### src/rtl/lcbc_pkg.sv
// Package for the Luhn card brand check unit: widths, brand codes, FSM states,
// cell control struct and the small digit/range helper functions.
// No dependencies.
package lcbc_pkg;

    localparam int CARD_W     = 63;
    localparam int MAX_DIGITS = 19;
    localparam int DIGIT_W    = 4;
    localparam int CHUNK_W    = 4;
    localparam int CONV_STEPS = (CARD_W + CHUNK_W - 1) / CHUNK_W;
    localparam int NUM_W      = CONV_STEPS * CHUNK_W;
    localparam int SUM_STEPS  = (MAX_DIGITS + 1) / 2;
    localparam int MAX_STEPS  = (CONV_STEPS > SUM_STEPS) ? CONV_STEPS : SUM_STEPS;
    localparam int CNT_W      = (MAX_STEPS > 1) ? $clog2(MAX_STEPS) : 1;
    localparam int SUM_W      = DIGIT_W + 1;

    localparam logic [CARD_W-1:0] AMEX_LO_A = 63'd340000000000000;
    localparam logic [CARD_W-1:0] AMEX_HI_A = 63'd349999999999999;
    localparam logic [CARD_W-1:0] AMEX_LO_B = 63'd370000000000000;
    localparam logic [CARD_W-1:0] AMEX_HI_B = 63'd379999999999999;
    localparam logic [CARD_W-1:0] MC_LO     = 63'd5100000000000000;
    localparam logic [CARD_W-1:0] MC_HI     = 63'd5599999999999999;
    localparam logic [CARD_W-1:0] VISA_LO_A = 63'd4000000000000;
    localparam logic [CARD_W-1:0] VISA_HI_A = 63'd4999999999999;
    localparam logic [CARD_W-1:0] VISA_LO_B = 63'd4000000000000000;
    localparam logic [CARD_W-1:0] VISA_HI_B = 63'd4999999999999999;

    typedef enum logic [1:0] {
        BRAND_INVALID    = 2'd0,
        BRAND_AMEX       = 2'd1,
        BRAND_MASTERCARD = 2'd2,
        BRAND_VISA       = 2'd3
    } brand_t;

    typedef enum logic [1:0] {
        ST_IDLE,
        ST_CONV,
        ST_SUM,
        ST_DONE
    } lcbc_state_t;

    typedef struct packed {
        logic clear;
        logic conv;
        logic shift;
    } cell_ctrl_t;

    // Luhn value of a doubled digit: tens plus ones of 2*d
    function automatic logic [DIGIT_W-1:0] dbl_digit(input logic [DIGIT_W-1:0] d);
        logic [DIGIT_W:0] t;
        t = {d, 1'b0};
        if (t >= SUM_W'(10))
        begin
            t = t - SUM_W'(9);
        end
        return t[DIGIT_W-1:0];
    endfunction

    // (acc + a + b) mod 10, all inputs below ten
    function automatic logic [DIGIT_W-1:0] add_mod10(input logic [DIGIT_W-1:0] acc,
                                                    input logic [DIGIT_W-1:0] a,
                                                    input logic [DIGIT_W-1:0] b);
        logic [SUM_W-1:0] s;
        s = SUM_W'(acc) + SUM_W'(a) + SUM_W'(b);
        if (s >= SUM_W'(20))
        begin
            s = s - SUM_W'(20);
        end
        else if (s >= SUM_W'(10))
        begin
            s = s - SUM_W'(10);
        end
        return s[DIGIT_W-1:0];
    endfunction

    function automatic brand_t classify(input logic [CARD_W-1:0] v);
        brand_t b;
        if ((v >= AMEX_LO_A && v <= AMEX_HI_A) || (v >= AMEX_LO_B && v <= AMEX_HI_B))
        begin
            b = BRAND_AMEX;
        end
        else if (v >= MC_LO && v <= MC_HI)
        begin
            b = BRAND_MASTERCARD;
        end
        else if ((v >= VISA_LO_A && v <= VISA_HI_A) || (v >= VISA_LO_B && v <= VISA_HI_B))
        begin
            b = BRAND_VISA;
        end
        else
        begin
            b = BRAND_INVALID;
        end
        return b;
    endfunction

endpackage

### src/rtl/lcbc_in_if.sv
// Input channel of the Luhn card brand check unit: one card number per beat.
// Depends on lcbc_pkg.
interface lcbc_in_if;
    import lcbc_pkg::*;

    logic              valid;
    logic              ready;
    logic [CARD_W-1:0] card_number;

    modport source (output valid, output card_number, input ready);
    modport sink   (input valid, input card_number, output ready);
endinterface

### src/rtl/lcbc_out_if.sv
// Result channel of the Luhn card brand check unit: checksum flag and brand per beat.
// Depends on lcbc_pkg.
interface lcbc_out_if;
    import lcbc_pkg::*;

    logic       valid;
    logic       ready;
    logic       checksum_ok;
    logic [1:0] brand;

    modport source (output valid, output checksum_ok, output brand, input ready);
    modport sink   (input valid, input checksum_ok, input brand, output ready);
endinterface

### src/rtl/luhn_card_brand_check_unit.sv
// Luhn card brand check unit: top level with control FSM, digit cell chain and
// result register. Depends on lcbc_pkg, lcbc_in_if, lcbc_out_if, lcbc_digit_cell.
//
// Usage:
//   card_in carries one 63-bit card number per beat (valid/ready). result_out
//   carries checksum_ok and brand per beat; brand is 0 unless checksum_ok is 1.
//   One result beat is produced for every input beat, in order.
//   Processing: in ST_CONV an accepted number converts to decimal in a row of
//   MAX_DIGITS BCD cells, four binary bits per cycle; in ST_SUM the digits shift
//   two places a cycle into a mod-10 accumulator; in ST_DONE the result
//   register is loaded as soon as it is free.
//   Throughput: one number at a time; the shared cell row takes no new number
//   until the last one has reached ST_DONE and been loaded out.
//   card_in.ready is high only while no number is in the cell row. A finished
//   result waits in the output register while the next number is accepted; if
//   the receiver still stalls when the next result is ready, the unit holds that
//   result in its accumulator and stays busy until the output register frees.
//   Reset (rst_n low, asynchronous) empties the unit and drops any result.
module luhn_card_brand_check_unit
(
    input  logic       clk,
    input  logic       rst_n,
    lcbc_in_if.sink    card_in,
    lcbc_out_if.source result_out
);
    import lcbc_pkg::*;

    lcbc_state_t        state_reg;
    lcbc_state_t        state_next;
    logic [CNT_W-1:0]   cnt_reg;
    logic [CNT_W-1:0]   cnt_next;
    logic [NUM_W-1:0]   num_reg;
    logic [NUM_W-1:0]   num_next;
    logic [DIGIT_W-1:0] acc_reg;
    logic [DIGIT_W-1:0] acc_next;
    brand_t             cls_reg;
    brand_t             cls_next;
    logic               out_valid_reg;
    logic               out_valid_next;
    logic               out_ok_reg;
    logic               out_ok_next;
    brand_t             out_brand_reg;
    brand_t             out_brand_next;

    logic               accept;
    logic               out_free;
    logic               load_out;
    cell_ctrl_t         cell_ctrl;
    logic [CHUNK_W-1:0] first_bits;

    logic [CHUNK_W-1:0] chain_bits [MAX_DIGITS];
    logic [DIGIT_W-1:0] digits     [MAX_DIGITS];

    assign out_free = !out_valid_reg || result_out.ready;

    // next state
    always_comb
    begin
        state_next = state_reg;
        case (state_reg)
            ST_IDLE:
            begin
                if (card_in.valid)
                begin
                    state_next = ST_CONV;
                end
            end
            ST_CONV:
            begin
                if (cnt_reg == '0)
                begin
                    state_next = ST_SUM;
                end
            end
            ST_SUM:
            begin
                if (cnt_reg == '0)
                begin
                    state_next = ST_DONE;
                end
            end
            ST_DONE:
            begin
                if (out_free)
                begin
                    state_next = ST_IDLE;
                end
            end
            default:
            begin
                state_next = ST_IDLE;
            end
        endcase
    end

    // FSM outputs
    always_comb
    begin
        card_in.ready   = 1'b0;
        cell_ctrl.clear = 1'b0;
        cell_ctrl.conv  = 1'b0;
        cell_ctrl.shift = 1'b0;
        load_out        = 1'b0;
        case (state_reg)
            ST_IDLE:
            begin
                card_in.ready   = 1'b1;
                cell_ctrl.clear = card_in.valid;
            end
            ST_CONV:
            begin
                cell_ctrl.conv = 1'b1;
            end
            ST_SUM:
            begin
                cell_ctrl.shift = 1'b1;
            end
            ST_DONE:
            begin
                load_out = out_free;
            end
            default:
            begin
                card_in.ready = 1'b0;
            end
        endcase
    end

    assign accept = card_in.valid && card_in.ready;

    // top chunk enters cell 0 most significant bit first
    always_comb
    begin
        for (int s = 0; s < CHUNK_W; s++)
        begin
            first_bits[s] = num_reg[NUM_W-1-s];
        end
    end

    for (genvar i = 0; i < MAX_DIGITS; i++)
    begin : g_cell
        logic [CHUNK_W-1:0] cell_bits_in;
        logic [DIGIT_W-1:0] cell_shift_in;

        if (i == 0)
        begin : g_first
            assign cell_bits_in = first_bits;
        end
        else
        begin : g_rest
            assign cell_bits_in = chain_bits[i-1];
        end

        if (i + 2 < MAX_DIGITS)
        begin : g_shift
            assign cell_shift_in = digits[i+2];
        end
        else
        begin : g_shift_end
            assign cell_shift_in = '0;
        end

        lcbc_digit_cell u_cell
        (
            .clk      (clk),
            .ctrl     (cell_ctrl),
            .bits_in  (cell_bits_in),
            .shift_in (cell_shift_in),
            .bits_out (chain_bits[i]),
            .digit    (digits[i])
        );
    end

    // datapath
    always_comb
    begin
        cnt_next = cnt_reg;
        num_next = num_reg;
        acc_next = acc_reg;
        cls_next = cls_reg;
        if (accept)
        begin
            cnt_next = CNT_W'(CONV_STEPS - 1);
            num_next = NUM_W'(card_in.card_number);
            acc_next = '0;
            cls_next = classify(card_in.card_number);
        end
        else if (state_reg == ST_CONV)
        begin
            num_next = num_reg << CHUNK_W;
            cnt_next = (cnt_reg == '0) ? CNT_W'(SUM_STEPS - 1) : cnt_reg - 1'b1;
        end
        else if (state_reg == ST_SUM)
        begin
            acc_next = add_mod10(acc_reg, digits[0], dbl_digit(digits[1]));
            if (cnt_reg != '0)
            begin
                cnt_next = cnt_reg - 1'b1;
            end
        end
    end

    always_comb
    begin
        out_ok_next    = out_ok_reg;
        out_brand_next = out_brand_reg;
        out_valid_next = out_valid_reg && !result_out.ready;
        if (load_out)
        begin
            out_valid_next = 1'b1;
            out_ok_next    = (acc_reg == '0);
            out_brand_next = (acc_reg == '0) ? cls_reg : BRAND_INVALID;
        end
    end

    always_ff @(posedge clk or negedge rst_n)
    begin
        if (!rst_n)
        begin
            state_reg     <= ST_IDLE;
            cnt_reg       <= '0;
            out_valid_reg <= 1'b0;
        end
        else
        begin
            state_reg     <= state_next;
            cnt_reg       <= cnt_next;
            out_valid_reg <= out_valid_next;
        end
    end

    always_ff @(posedge clk)
    begin
        num_reg       <= num_next;
        acc_reg       <= acc_next;
        cls_reg       <= cls_next;
        out_ok_reg    <= out_ok_next;
        out_brand_reg <= out_brand_next;
    end

    assign result_out.valid       = out_valid_reg;
    assign result_out.checksum_ok = out_ok_reg;
    assign result_out.brand       = out_brand_reg;

endmodule

### src/rtl/lcbc_digit_cell.sv
// One BCD digit cell of the conversion chain: CHUNK_W shift-and-add-3 steps per
// cycle during conversion, then a two-place digit shift while summing.
// Depends on lcbc_pkg.
module lcbc_digit_cell
(
    input  logic                         clk,
    input  lcbc_pkg::cell_ctrl_t         ctrl,
    input  logic [lcbc_pkg::CHUNK_W-1:0] bits_in,
    input  logic [lcbc_pkg::DIGIT_W-1:0] shift_in,
    output logic [lcbc_pkg::CHUNK_W-1:0] bits_out,
    output logic [lcbc_pkg::DIGIT_W-1:0] digit
);
    import lcbc_pkg::*;

    logic [DIGIT_W-1:0] digit_reg;
    logic [DIGIT_W-1:0] digit_next;
    logic [DIGIT_W-1:0] conv_val;

    always_comb
    begin : dabble
        logic [DIGIT_W-1:0] d;
        logic [DIGIT_W-1:0] adj;
        d   = digit_reg;
        adj = '0;
        for (int s = 0; s < CHUNK_W; s++)
        begin
            adj         = (d >= DIGIT_W'(5)) ? d + DIGIT_W'(3) : d;
            bits_out[s] = adj[DIGIT_W-1];
            d           = {adj[DIGIT_W-2:0], bits_in[s]};
        end
        conv_val = d;
    end

    always_comb
    begin
        if (ctrl.clear)
        begin
            digit_next = '0;
        end
        else if (ctrl.conv)
        begin
            digit_next = conv_val;
        end
        else if (ctrl.shift)
        begin
            digit_next = shift_in;
        end
        else
        begin
            digit_next = digit_reg;
        end
    end

    always_ff @(posedge clk)
    begin
        digit_reg <= digit_next;
    end

    assign digit = digit_reg;

endmodule

### src/flat_wrapper.sv
// flat-port wrapper written by rule: the top's interface ports become plain ports
module luhn_card_brand_check_unit_flat import lcbc_pkg::*;
  (clk, rst_n, card_in_valid, card_in_card_number, card_in_ready, result_out_valid, result_out_checksum_ok, result_out_brand, result_out_ready);
  lcbc_in_if card_in_i ();
  lcbc_out_if result_out_i ();
  input  logic clk;
  input  logic rst_n;
  input wire logic [$bits(card_in_i.valid)-1:0] card_in_valid;
  input wire logic [$bits(card_in_i.card_number)-1:0] card_in_card_number;
  output wire logic [$bits(card_in_i.ready)-1:0] card_in_ready;
  output wire logic [$bits(result_out_i.valid)-1:0] result_out_valid;
  output wire logic [$bits(result_out_i.checksum_ok)-1:0] result_out_checksum_ok;
  output wire logic [$bits(result_out_i.brand)-1:0] result_out_brand;
  input wire logic [$bits(result_out_i.ready)-1:0] result_out_ready;
  assign card_in_i.valid = card_in_valid;
  assign card_in_i.card_number = card_in_card_number;
  assign card_in_ready = card_in_i.ready;
  assign result_out_valid = result_out_i.valid;
  assign result_out_checksum_ok = result_out_i.checksum_ok;
  assign result_out_brand = result_out_i.brand;
  assign result_out_i.ready = result_out_ready;
  luhn_card_brand_check_unit u_core (.clk(clk), .rst_n(rst_n), .card_in(card_in_i), .result_out(result_out_i));
endmodule
### config.mk
export PLATFORM = sky130hd
export DESIGN_NAME = luhn_card_brand_check_unit_flat
export DESIGN_NICKNAME = d
export VERILOG_FILES = /design/src/rtl/lcbc_pkg.sv /design/src/rtl/lcbc_in_if.sv /design/src/rtl/lcbc_out_if.sv /design/src/rtl/luhn_card_brand_check_unit.sv /design/src/rtl/lcbc_digit_cell.sv /design/src/flat_wrapper.sv
export SDC_FILE = /design/constraint.sdc
export NUM_CORES = 1
export LEC_CHECK = 0
export ABC_AREA = 1
export BUFFER_PORTS_ARGS = -buffer_cell sky130_fd_sc_hd__clkbuf_2
export CAP_MARGIN = 20
export CORE_MARGIN = 2
export CORE_UTILIZATION = 32
export DETAILED_ROUTE_END_ITERATION = 6
export PLACE_DENSITY = 0.47
export SYNTH_ARGS = -nofsm -noshare
export SYNTH_HDL_FRONTEND = slang
export SYNTH_HIERARCHICAL = 1
export SYNTH_SLANG_ARGS = --single-unit
### constraint.sdc
create_clock -name clk -period 5.3 [get_ports clk]
set_input_delay 0.265 -clock clk [delete_from_list [all_inputs] [get_ports clk]]
set_output_delay 0.265 -clock clk [all_outputs]
set_load 0.005 [all_outputs]
==> results of run 1 <==
cell type report:
cell class                 count  area [sq um]
timing repair buffer          78           410
multi-input combinational   2306         13700
tap                          782           978
antenna                        1          2.50
sequential                   156          3840
clock buffer                  18           429
inverter                     483          1820
fill                        6508         38900
clock inverter                14           168
how the worst max path moves through the flow:
stage                                                         from                                              to  slack [ps]
detailed placement   u_core/g_cell[1].u_cell/digit[0]$_SDFFE_PP0P_   u_core/g_cell[4].u_cell/digit[1]$_SDFFE_PP0P_         750
global route         u_core/g_cell[9].u_cell/digit[0]$_SDFFE_PP0P_  u_core/g_cell[12].u_cell/digit[1]$_SDFFE_PP0P_         220
global placement     u_core/g_cell[1].u_cell/digit[0]$_SDFFE_PP0P_   u_core/g_cell[4].u_cell/digit[1]$_SDFFE_PP0P_         810
CTS                  u_core/g_cell[1].u_cell/digit[0]$_SDFFE_PP0P_   u_core/g_cell[4].u_cell/digit[1]$_SDFFE_PP0P_         730
floorplan                          u_core/state_reg[1]$_DFFE_PN0P_                 u_core/num_reg[0]$_SDFFCE_PN0P_        1080
finish              u_core/g_cell[12].u_cell/digit[0]$_SDFFE_PP0P_  u_core/g_cell[15].u_cell/digit[1]$_SDFFE_PP0P_         760
timing repair:
| item | in CTS | in global routing |
|---|---|---|
| endpoints found under the hold margin | 7 | 0 |
| hold buffers | 1 | 0 |
| endpoints found under the setup margin | 0 | 0 |
tightest hold or removal path: stages:
cell and delay, ps:
clkbuf_2 80, inv_1 40, nand2_1 70, nand2_1 50
metrics by stage:
stage,std cells,area [sq um],setup WS [ps]
after floorplan,2975,19500,1080
after global placement,3804,20700,809
after detailed placement,3804,20700,754
after CTS,3837,21400,726
after global routing,3838,21400,222
final,3838,21400,758
placed cells by master (no fill, tap or decap), types with 4 or more instances in the layout:
cell and instances:
nand3b_1 4, dfxtp_1 81, o21ai_4 38, nor2_2 30
o21ai_2 12, and2_4 38, nor2_1 192, fa_1 5
o211ai_1 58, or2_2 21, clkbuf_2 71, nor3_1 34
edfxtp_1 68, a21oi_2 26, nand3_1 231, o21ai_1 47
nor3b_1 11, o21bai_1 26, dfrtp_1 7, ha_1 163
a31oi_1 13, nand2_2 163, or2_1 19, inv_1 432
conb_1 8, nand2_1 704, inv_2 50, o21ai_0 164
xor2_1 9, a21oi_1 126, clkbuf_16 17, clkinv_4 4
xor2_2 19, buf_4 6, nand3_2 60, nand4_1 66
layer usage:
metal	vias up	track usage, %
met5	-	0
met4	0	6.02
met1	8742	22.8
met2	365	29.5
met3	69	1.65
li1	9841	-
==> impl_metrics.ini, run 1 <==
[logic_synthesis]
synthCells = 2968
syn_area_per_cell_sq_um = 6.56
syn-cell-area_sq_um = 19500
yosys_warnings = 6

[grt]
grt_overflow = 0
track_usage_pct = 17.3
grt_start_max_net_pins = 61
first_global_vias = 18057
antenna_found_initial = 1
grt_pass1_wl_um = 89600

[finish]
drive_gt1_share_pct = 18.8
largest_register_ffs = 76
area_growth_pct = 9.76
fin_nets = 3279
final_util_pct = 35.5

[clock_tree]
post_cts_buffers = 0
clk_latency_ps = 450
post_cts_resized = 0
clk_path_buf_depth = 2
cts-htree-levels = 4
cts_made_buffers = 17
clkSlewWorstSetupHoldPaths_ps = 70
cts_tree = done
clock_sinks = 156
root_buffer = clkbuf_16

[floorplan]
io_pins = 72
die_h_um = 251
die_w_um = 251
initial_core_util_pct = 32.3
core_sq_um = 60200
num_rows = 90
die_area_sq_um = 62800

[routing]
wl_met1_um = 25600
vias_per_cell = 4.95
post-route-drc-count = 0
ant_nets = 0
highest_layer = met4
wl_per_cell_um = 14.2
route.met2.wl_um = 25800
totalWireLength_um = 54600
first_iter_violations = 1280
met3_length_um = 1850
num_vias = 19017
drt_first_pass_iters = 5

[min_path]
hold_end = u_core/result_out.valid$_DFF_PN0_
worstHoldPathType = in2reg
holdCritStartpoint = result_out_ready
holdPathStages = 4

[setup_path]
cp.arrival_ps = 4840
worstSetupPathType = reg2reg
cp_top_family = simple AND/OR/NAND/NOR gates
slowest_stage = dfxtp_1
r2r_slack_ps = 760
path_buf_inv = 7
critPathMostFrequentCell = inv_1
path_max_fanout = 5
rr_worst_depth = 29
critical_path.startpoint_type = flip-flop
worstReg2RegEnd = u_core/g_cell[15].u_cell/digit[1]$_SDFFE_PP0P_
r2r_start = u_core/g_cell[12].u_cell/digit[0]$_SDFFE_PP0P_
crit_cells = 29
end_kind = flip-flop
critPathMaxStageDelay_ps = 430
crit_required_ps = 5600

[sta]
holdWs_ps = 89.2
rsz0062_at_grt = false
fin_crit_ps = 4540
max_slew_margin_pct = 40.2
hold_violations = 0
worst_pin_slew_ps = 898
finalSetupTns_ps = 0
maxSlewViolCount = 0
max_freq_mhz = 220
post-route-period-util_pct = 85.7
fin_skew_ps = 11.6
finalSetupViolCount = 0

[run]
max_cap_violations = 0

[placed_design]
port_buffers = 71
dp_hpwl_um = 44000
gp_congestion = 0.928

[outcome]
status = completed
Power of run 1 is not shown: default switching activity piles up to over one toggle a cycle in this logic, so the estimate is an artifact.
==> inputs of run 2 (changes only) <==
--- a/config.mk
+++ b/config.mk
@@ -11,7 +11,7 @@
 export CORE_MARGIN = 2
 export CORE_UTILIZATION = 32
 export DETAILED_ROUTE_END_ITERATION = 6
-export PLACE_DENSITY = 0.47
+export PLACE_DENSITY = 0.48
 export SYNTH_ARGS = -nofsm -noshare
 export SYNTH_HDL_FRONTEND = slang
 export SYNTH_HIERARCHICAL = 1
==> constraint.sdc (replaced) <==
create_clock -name clk -period 3.79 [get_ports clk]
set_input_delay 0.1895 -clock clk [delete_from_list [all_inputs] [get_ports clk]]
set_output_delay 0.1895 -clock clk [all_outputs]
set_load 0.005 [all_outputs]
==> impl_metrics.ini, run 2 (synthesis results as in run 1) <==
[grt]
grt_pass1_wl_um = 98500
antenna_found_initial = 0
grt_overflow = 0
first_global_vias = 20419
track_usage_pct = 18.9
met1_usage_pct = 24.4
grt_busiest_layer = met2
grt_start_max_net_pins = 64
met2_usage_pct = 33.6
grt_util_met3_pct = 1.74

[sta]
max_freq_mhz = 274
max_slew_margin_pct = 31.4
fin_crit_ps = 3650
maxSlewViolCount = 0
post-route-period-util_pct = 96.3
fin_skew_ps = 13.4
finalSetupViolCount = 0
hold_violations = 0
rsz0062_at_grt = true
worst_pin_slew_ps = 1020
finalSetupTns_ps = 0

[routing]
post-route-drc-count = 0
vias_per_cell = 4.91
drt_first_pass_iters = 5
totalWireLength_um = 62000
first_iter_violations = 1193
wl_per_cell_um = 14.5
num_vias = 20978
ant_nets = 0

[min_path]
worstHoldPathType = in2reg
hold_end = u_core/num_reg[57]$_DFFE_PP_
holdCritStartpoint = card_in_card_number[57]
holdPathStages = 3

[setup_path]
path_max_fanout = 4
critPathMaxStageDelay_ps = 330
worstReg2RegEnd = u_core/g_cell[12].u_cell/digit[1]$_SDFFE_PP0P_
cp_top_family = simple AND/OR/NAND/NOR gates
cp.arrival_ps = 3950
crit_required_ps = 4090
rr_worst_depth = 28
worstSetupPathType = reg2reg
r2r_start = u_core/g_cell[11].u_cell/digit[0]$_SDFFE_PP0P_
r2r_slack_ps = 140
critPathMostFrequentCell = nand2_2
critical_path.startpoint_type = flip-flop
slowest_stage = dfxtp_2
end_kind = flip-flop
path_buf_inv = 6

[finish]
final_common_cell = nand2_1
num-fill-cells = 6093
insertedDiodeCount = 0
fin_nets = 3712
final_util_pct = 44.9
largest_register_ffs = 76
area_growth_pct = 39.0
layout_common_cells = 600 x nand2_1, 403 x buf_4, 357 x inv_1, 221 x nand2_2, 189 x nand3_1
drive_gt1_share_pct = 41.5

[clock_tree]
clk_path_buf_depth = 2
clkSlewWorstSetupHoldPaths_ps = 70
root_buffer = clkbuf_16
cts_tree = done
cts-htree-levels = 4
clk_latency_ps = 470
cts_made_buffers = 17
clock_sinks = 156

[floorplan]
die_area_sq_um = 62800
num_rows = 90
core_sq_um = 60200
die_w_um = 251
io_pins = 72
die_h_um = 251
initial_core_util_pct = 32.3

[placed_design]
port_buffers = 71
dp_hpwl_um = 46700
gp_congestion = 0.929

[outcome]
status = completed

[run]
max_cap_violations = 0
==> run 2: final cells by class <==
type                            count  area (sq um)  share of cell area [%]
Inverter                          483          1830                    6.78
Sequential cell                   156          3900                    14.4
Tap cell                          782           978                    3.62
Clock inverter                     15           173                   0.638
Clock buffer                       17           425                    1.57
Multi-Input combinational cell   2306         15900                    58.9
Timing Repair Buffer              511          3810                    14.1
==> run 2: worst register-to-register path: cells and delay by family (launching register included) <==
kind / cells / cell delay (ps)
AOI/OAI and AO/OA: 3 / 330
xor gates and xnor gates: 1 / 170
adders and majority gates: 4 / 720
buffers and inverters: 6 / 490
DFF: 1 / 330
and+or+nand+nor: 14 / 1440
==> run 2: how the worst max path moves through the flow <==
stage,startpoint,to,slack (ps),depth (start not counted)
global route,u_core/g_cell[11].u_cell/digit[1]$_SDFFE_PP0P_,u_core/g_cell[13].u_cell/digit[0]$_SDFFE_PP0P_,-80,29
finish,u_core/g_cell[11].u_cell/digit[0]$_SDFFE_PP0P_,u_core/g_cell[12].u_cell/digit[1]$_SDFFE_PP0P_,140,28
detailed placement,u_core/g_cell[13].u_cell/digit[0]$_SDFFE_PP0P_,u_core/g_cell[15].u_cell/digit[0]$_SDFFE_PP0P_,-320,30
floorplan,u_core/g_cell[15].u_cell/digit[0]$_SDFFE_PP0P_,u_core/g_cell[18].u_cell/digit[1]$_SDFFE_PP0P_,2,29
CTS,u_core/g_cell[13].u_cell/digit[0]$_SDFFE_PP0P_,u_core/g_cell[15].u_cell/digit[0]$_SDFFE_PP0P_,-40,26
global placement,u_core/g_cell[13].u_cell/digit[1]$_SDFFE_PP0P_,u_core/g_cell[15].u_cell/digit[0]$_SDFFE_PP0P_,-240,30
==> run 2: routing by layer <==
metal / part of all wire [%] / vias up / routed length (um)
met1: 46 / 9904 / 28400
met5: 0 / - / 0
met4: 1.7 / 0 / 1070
li1: - / 10707 / -
met3: 2.7 / 57 / 1680
met2: 50 / 310 / 30900
==> run 2: timing repair <==
item                                   CTS  global route
setup endpoints to repair               69            76
gates resized for setup                168           496
setup buffers                           46            73
endpoints found under the hold margin   13             0
pin swaps                               77           192
hold buffers                             7             0
==> run 2: through the flow <==
stage	cells	hold WS [ps]	instance area [sq um]	setup slack, ps
after floorplan	2975	-106	19500	1.93
after global placement	4113	40.6	23100	-241
after detailed placement	4113	45.5	23100	-321
after CTS	4198	5.52	24600	-36.1
after global routing	4270	32.2	27100	-83.1
final	4270	27.6	27100	140
Power of run 2 is left out for the same reason.
==> inputs of run 3 (changes only) <==
--- a/config.mk
+++ b/config.mk
@@ -11,7 +11,7 @@
 export CORE_MARGIN = 2
 export CORE_UTILIZATION = 32
 export DETAILED_ROUTE_END_ITERATION = 6
-export PLACE_DENSITY = 0.48
+export PLACE_DENSITY = 0.47
 export SYNTH_ARGS = -nofsm -noshare
 export SYNTH_HDL_FRONTEND = slang
 export SYNTH_HIERARCHICAL = 1
==> constraint.sdc (replaced) <==
create_clock -name clk -period 4.5 [get_ports clk]
set_input_delay 0.225 -clock clk [delete_from_list [all_inputs] [get_ports clk]]
set_output_delay 0.225 -clock clk [all_outputs]
set_load 0.005 [all_outputs]
==> impl_metrics.ini, run 3 (synthesis results as in run 1) <==
[setup_path]
slowest_stage = dfxtp_1
critical_path.startpoint_type = flip-flop
worstSetupPathType = reg2reg
path_max_fanout = 5
r2r_start = u_core/g_cell[14].u_cell/digit[0]$_SDFFE_PP0P_
critPathMostFrequentCell = inv_1
crit_required_ps = 4800
critPathMaxStageDelay_ps = 370
cp.arrival_ps = 4400
critPathLaunch = u_core/g_cell[14].u_cell/digit[0]$_SDFFE_PP0P_
rr_worst_depth = 29
end_kind = flip-flop

[sta]
post-route-period-util_pct = 91.0
holdWs_ps = 59.3
max_slew_margin_pct = 35.5
finalSetupTns_ps = 0
maxSlewViolCount = 0
worst_pin_slew_ps = 967
fin_skew_ps = 14.0
finalSetupViolCount = 0
fin_crit_ps = 4090
max_freq_mhz = 244
hold_violations = 0

[placed_design]
gp_congestion = 0.942
dp_hpwl_um = 43900
port_buffers = 71
placed_area_sq_um = 20900

[grt]
antenna_found_initial = 3
grt_overflow = 0
track_usage_pct = 17.2
grt_pass1_wl_um = 89700
grt_start_max_net_pins = 83
first_global_vias = 18138

[finish]
final_common_cell = nand2_1
fin_nets = 3293
area_growth_pct = 11.1
layout_common_cells = 703 x nand2_1, 430 x inv_1, 230 x nand3_1, 183 x nor2_1, 164 x nand2_2
largest_register_ffs = 76
drive_gt1_share_pct = 20.7
final_area_sq_um = 21600

[clock_tree]
cts-htree-levels = 4
root_buffer = clkbuf_16
clk_latency_ps = 460
clock_sinks = 156
cts_tree = done
post_cts_buffers = 0
clk_path_buf_depth = 2
clkSlewWorstSetupHoldPaths_ps = 70
cts_made_buffers = 17

[floorplan]
io_pins = 72
die_area_sq_um = 62800
die_h_um = 251
num_rows = 90
initial_core_util_pct = 32.3
die_w_um = 251
core_sq_um = 60200

[routing]
ant_nets = 0
post-route-drc-count = 0
vias_per_cell = 4.94
num_vias = 19022
first_iter_violations = 1144
totalWireLength_um = 54700
wl_per_cell_um = 14.2
drt_first_pass_iters = 5

[min_path]
worstHoldPathType = in2reg
holdCritStartpoint = card_in_card_number[59]
holdPathStages = 3

[outcome]
status = completed

[run]
max_cap_violations = 0
==> run 3: layout make-up <==
type | count | area (sq um)
sequential | 156 | 3850
multi-input combinational | 2306 | 13900
clock buffer | 17 | 425
timing repair buffer | 92 | 515
inverter | 483 | 1820
tap | 782 | 978
clock inverter | 15 | 179
fill | 6418 | 38600
antenna | 3 | 7.51
==> run 3: metal layers <==
layer	part of all wire, %	GRT usage, %
met2	48	30.0
met4	1.8	4.77
met3	2.6	1.45
met5	0	0
met1	48	22.8
==> run 3: worst max-delay path, delay by kind of cell (launching register included) <==
| kind | cells | cell delay (ps) |
|---|---|---|
| AO/OA/AOI/OAI | 5 | 580 |
| adder cells (fa/ha/maj) | 4 | 910 |
| buffers and inverters | 7 | 610 |
| flip-flops | 1 | 370 |
| AND/OR/NAND/NOR | 13 | 1490 |
==> run 3: final timing paths <==
kind | slack (ps) | end
worst max-delay path | 410 | u_core/g_cell[17].u_cell/digit[1]$_SDFFE_PP0P_
worst min-delay path | 60 | u_core/num_reg[59]$_DFFE_PP_
worst max register to register | 410 | u_core/g_cell[17].u_cell/digit[1]$_SDFFE_PP0P_
worst min register to register | 480 | u_core/num_reg[63]$_SDFFE_PP0P_
max in group asynchronous | 4170 | u_core/state_reg[0]$_DFFE_PN0P_
min in group asynchronous | 160 | u_core/cnt_reg[1]$_DFFE_PN0P_
==> run 3: what timing repair did <==
item | 4_1_cts | 5_1_grt
endpoints found under the hold margin | 7 | 0
endpoints found under the setup margin | 0 | 56
hold buffers | 1 | 0
gates resized for setup | 0 | 63
==> run 3: metrics by stage <==
stage	utilization (%)	worst slack, ps	std cells
CTS	35.6	56.9	3851
global route	35.9	-92.0	3854
global placement	34.6	173	3818
floorplan	-	279	2975
detailed placement	34.6	87.5	3818
finish	35.9	405	3854
Power of run 3 is left out for the same reason.
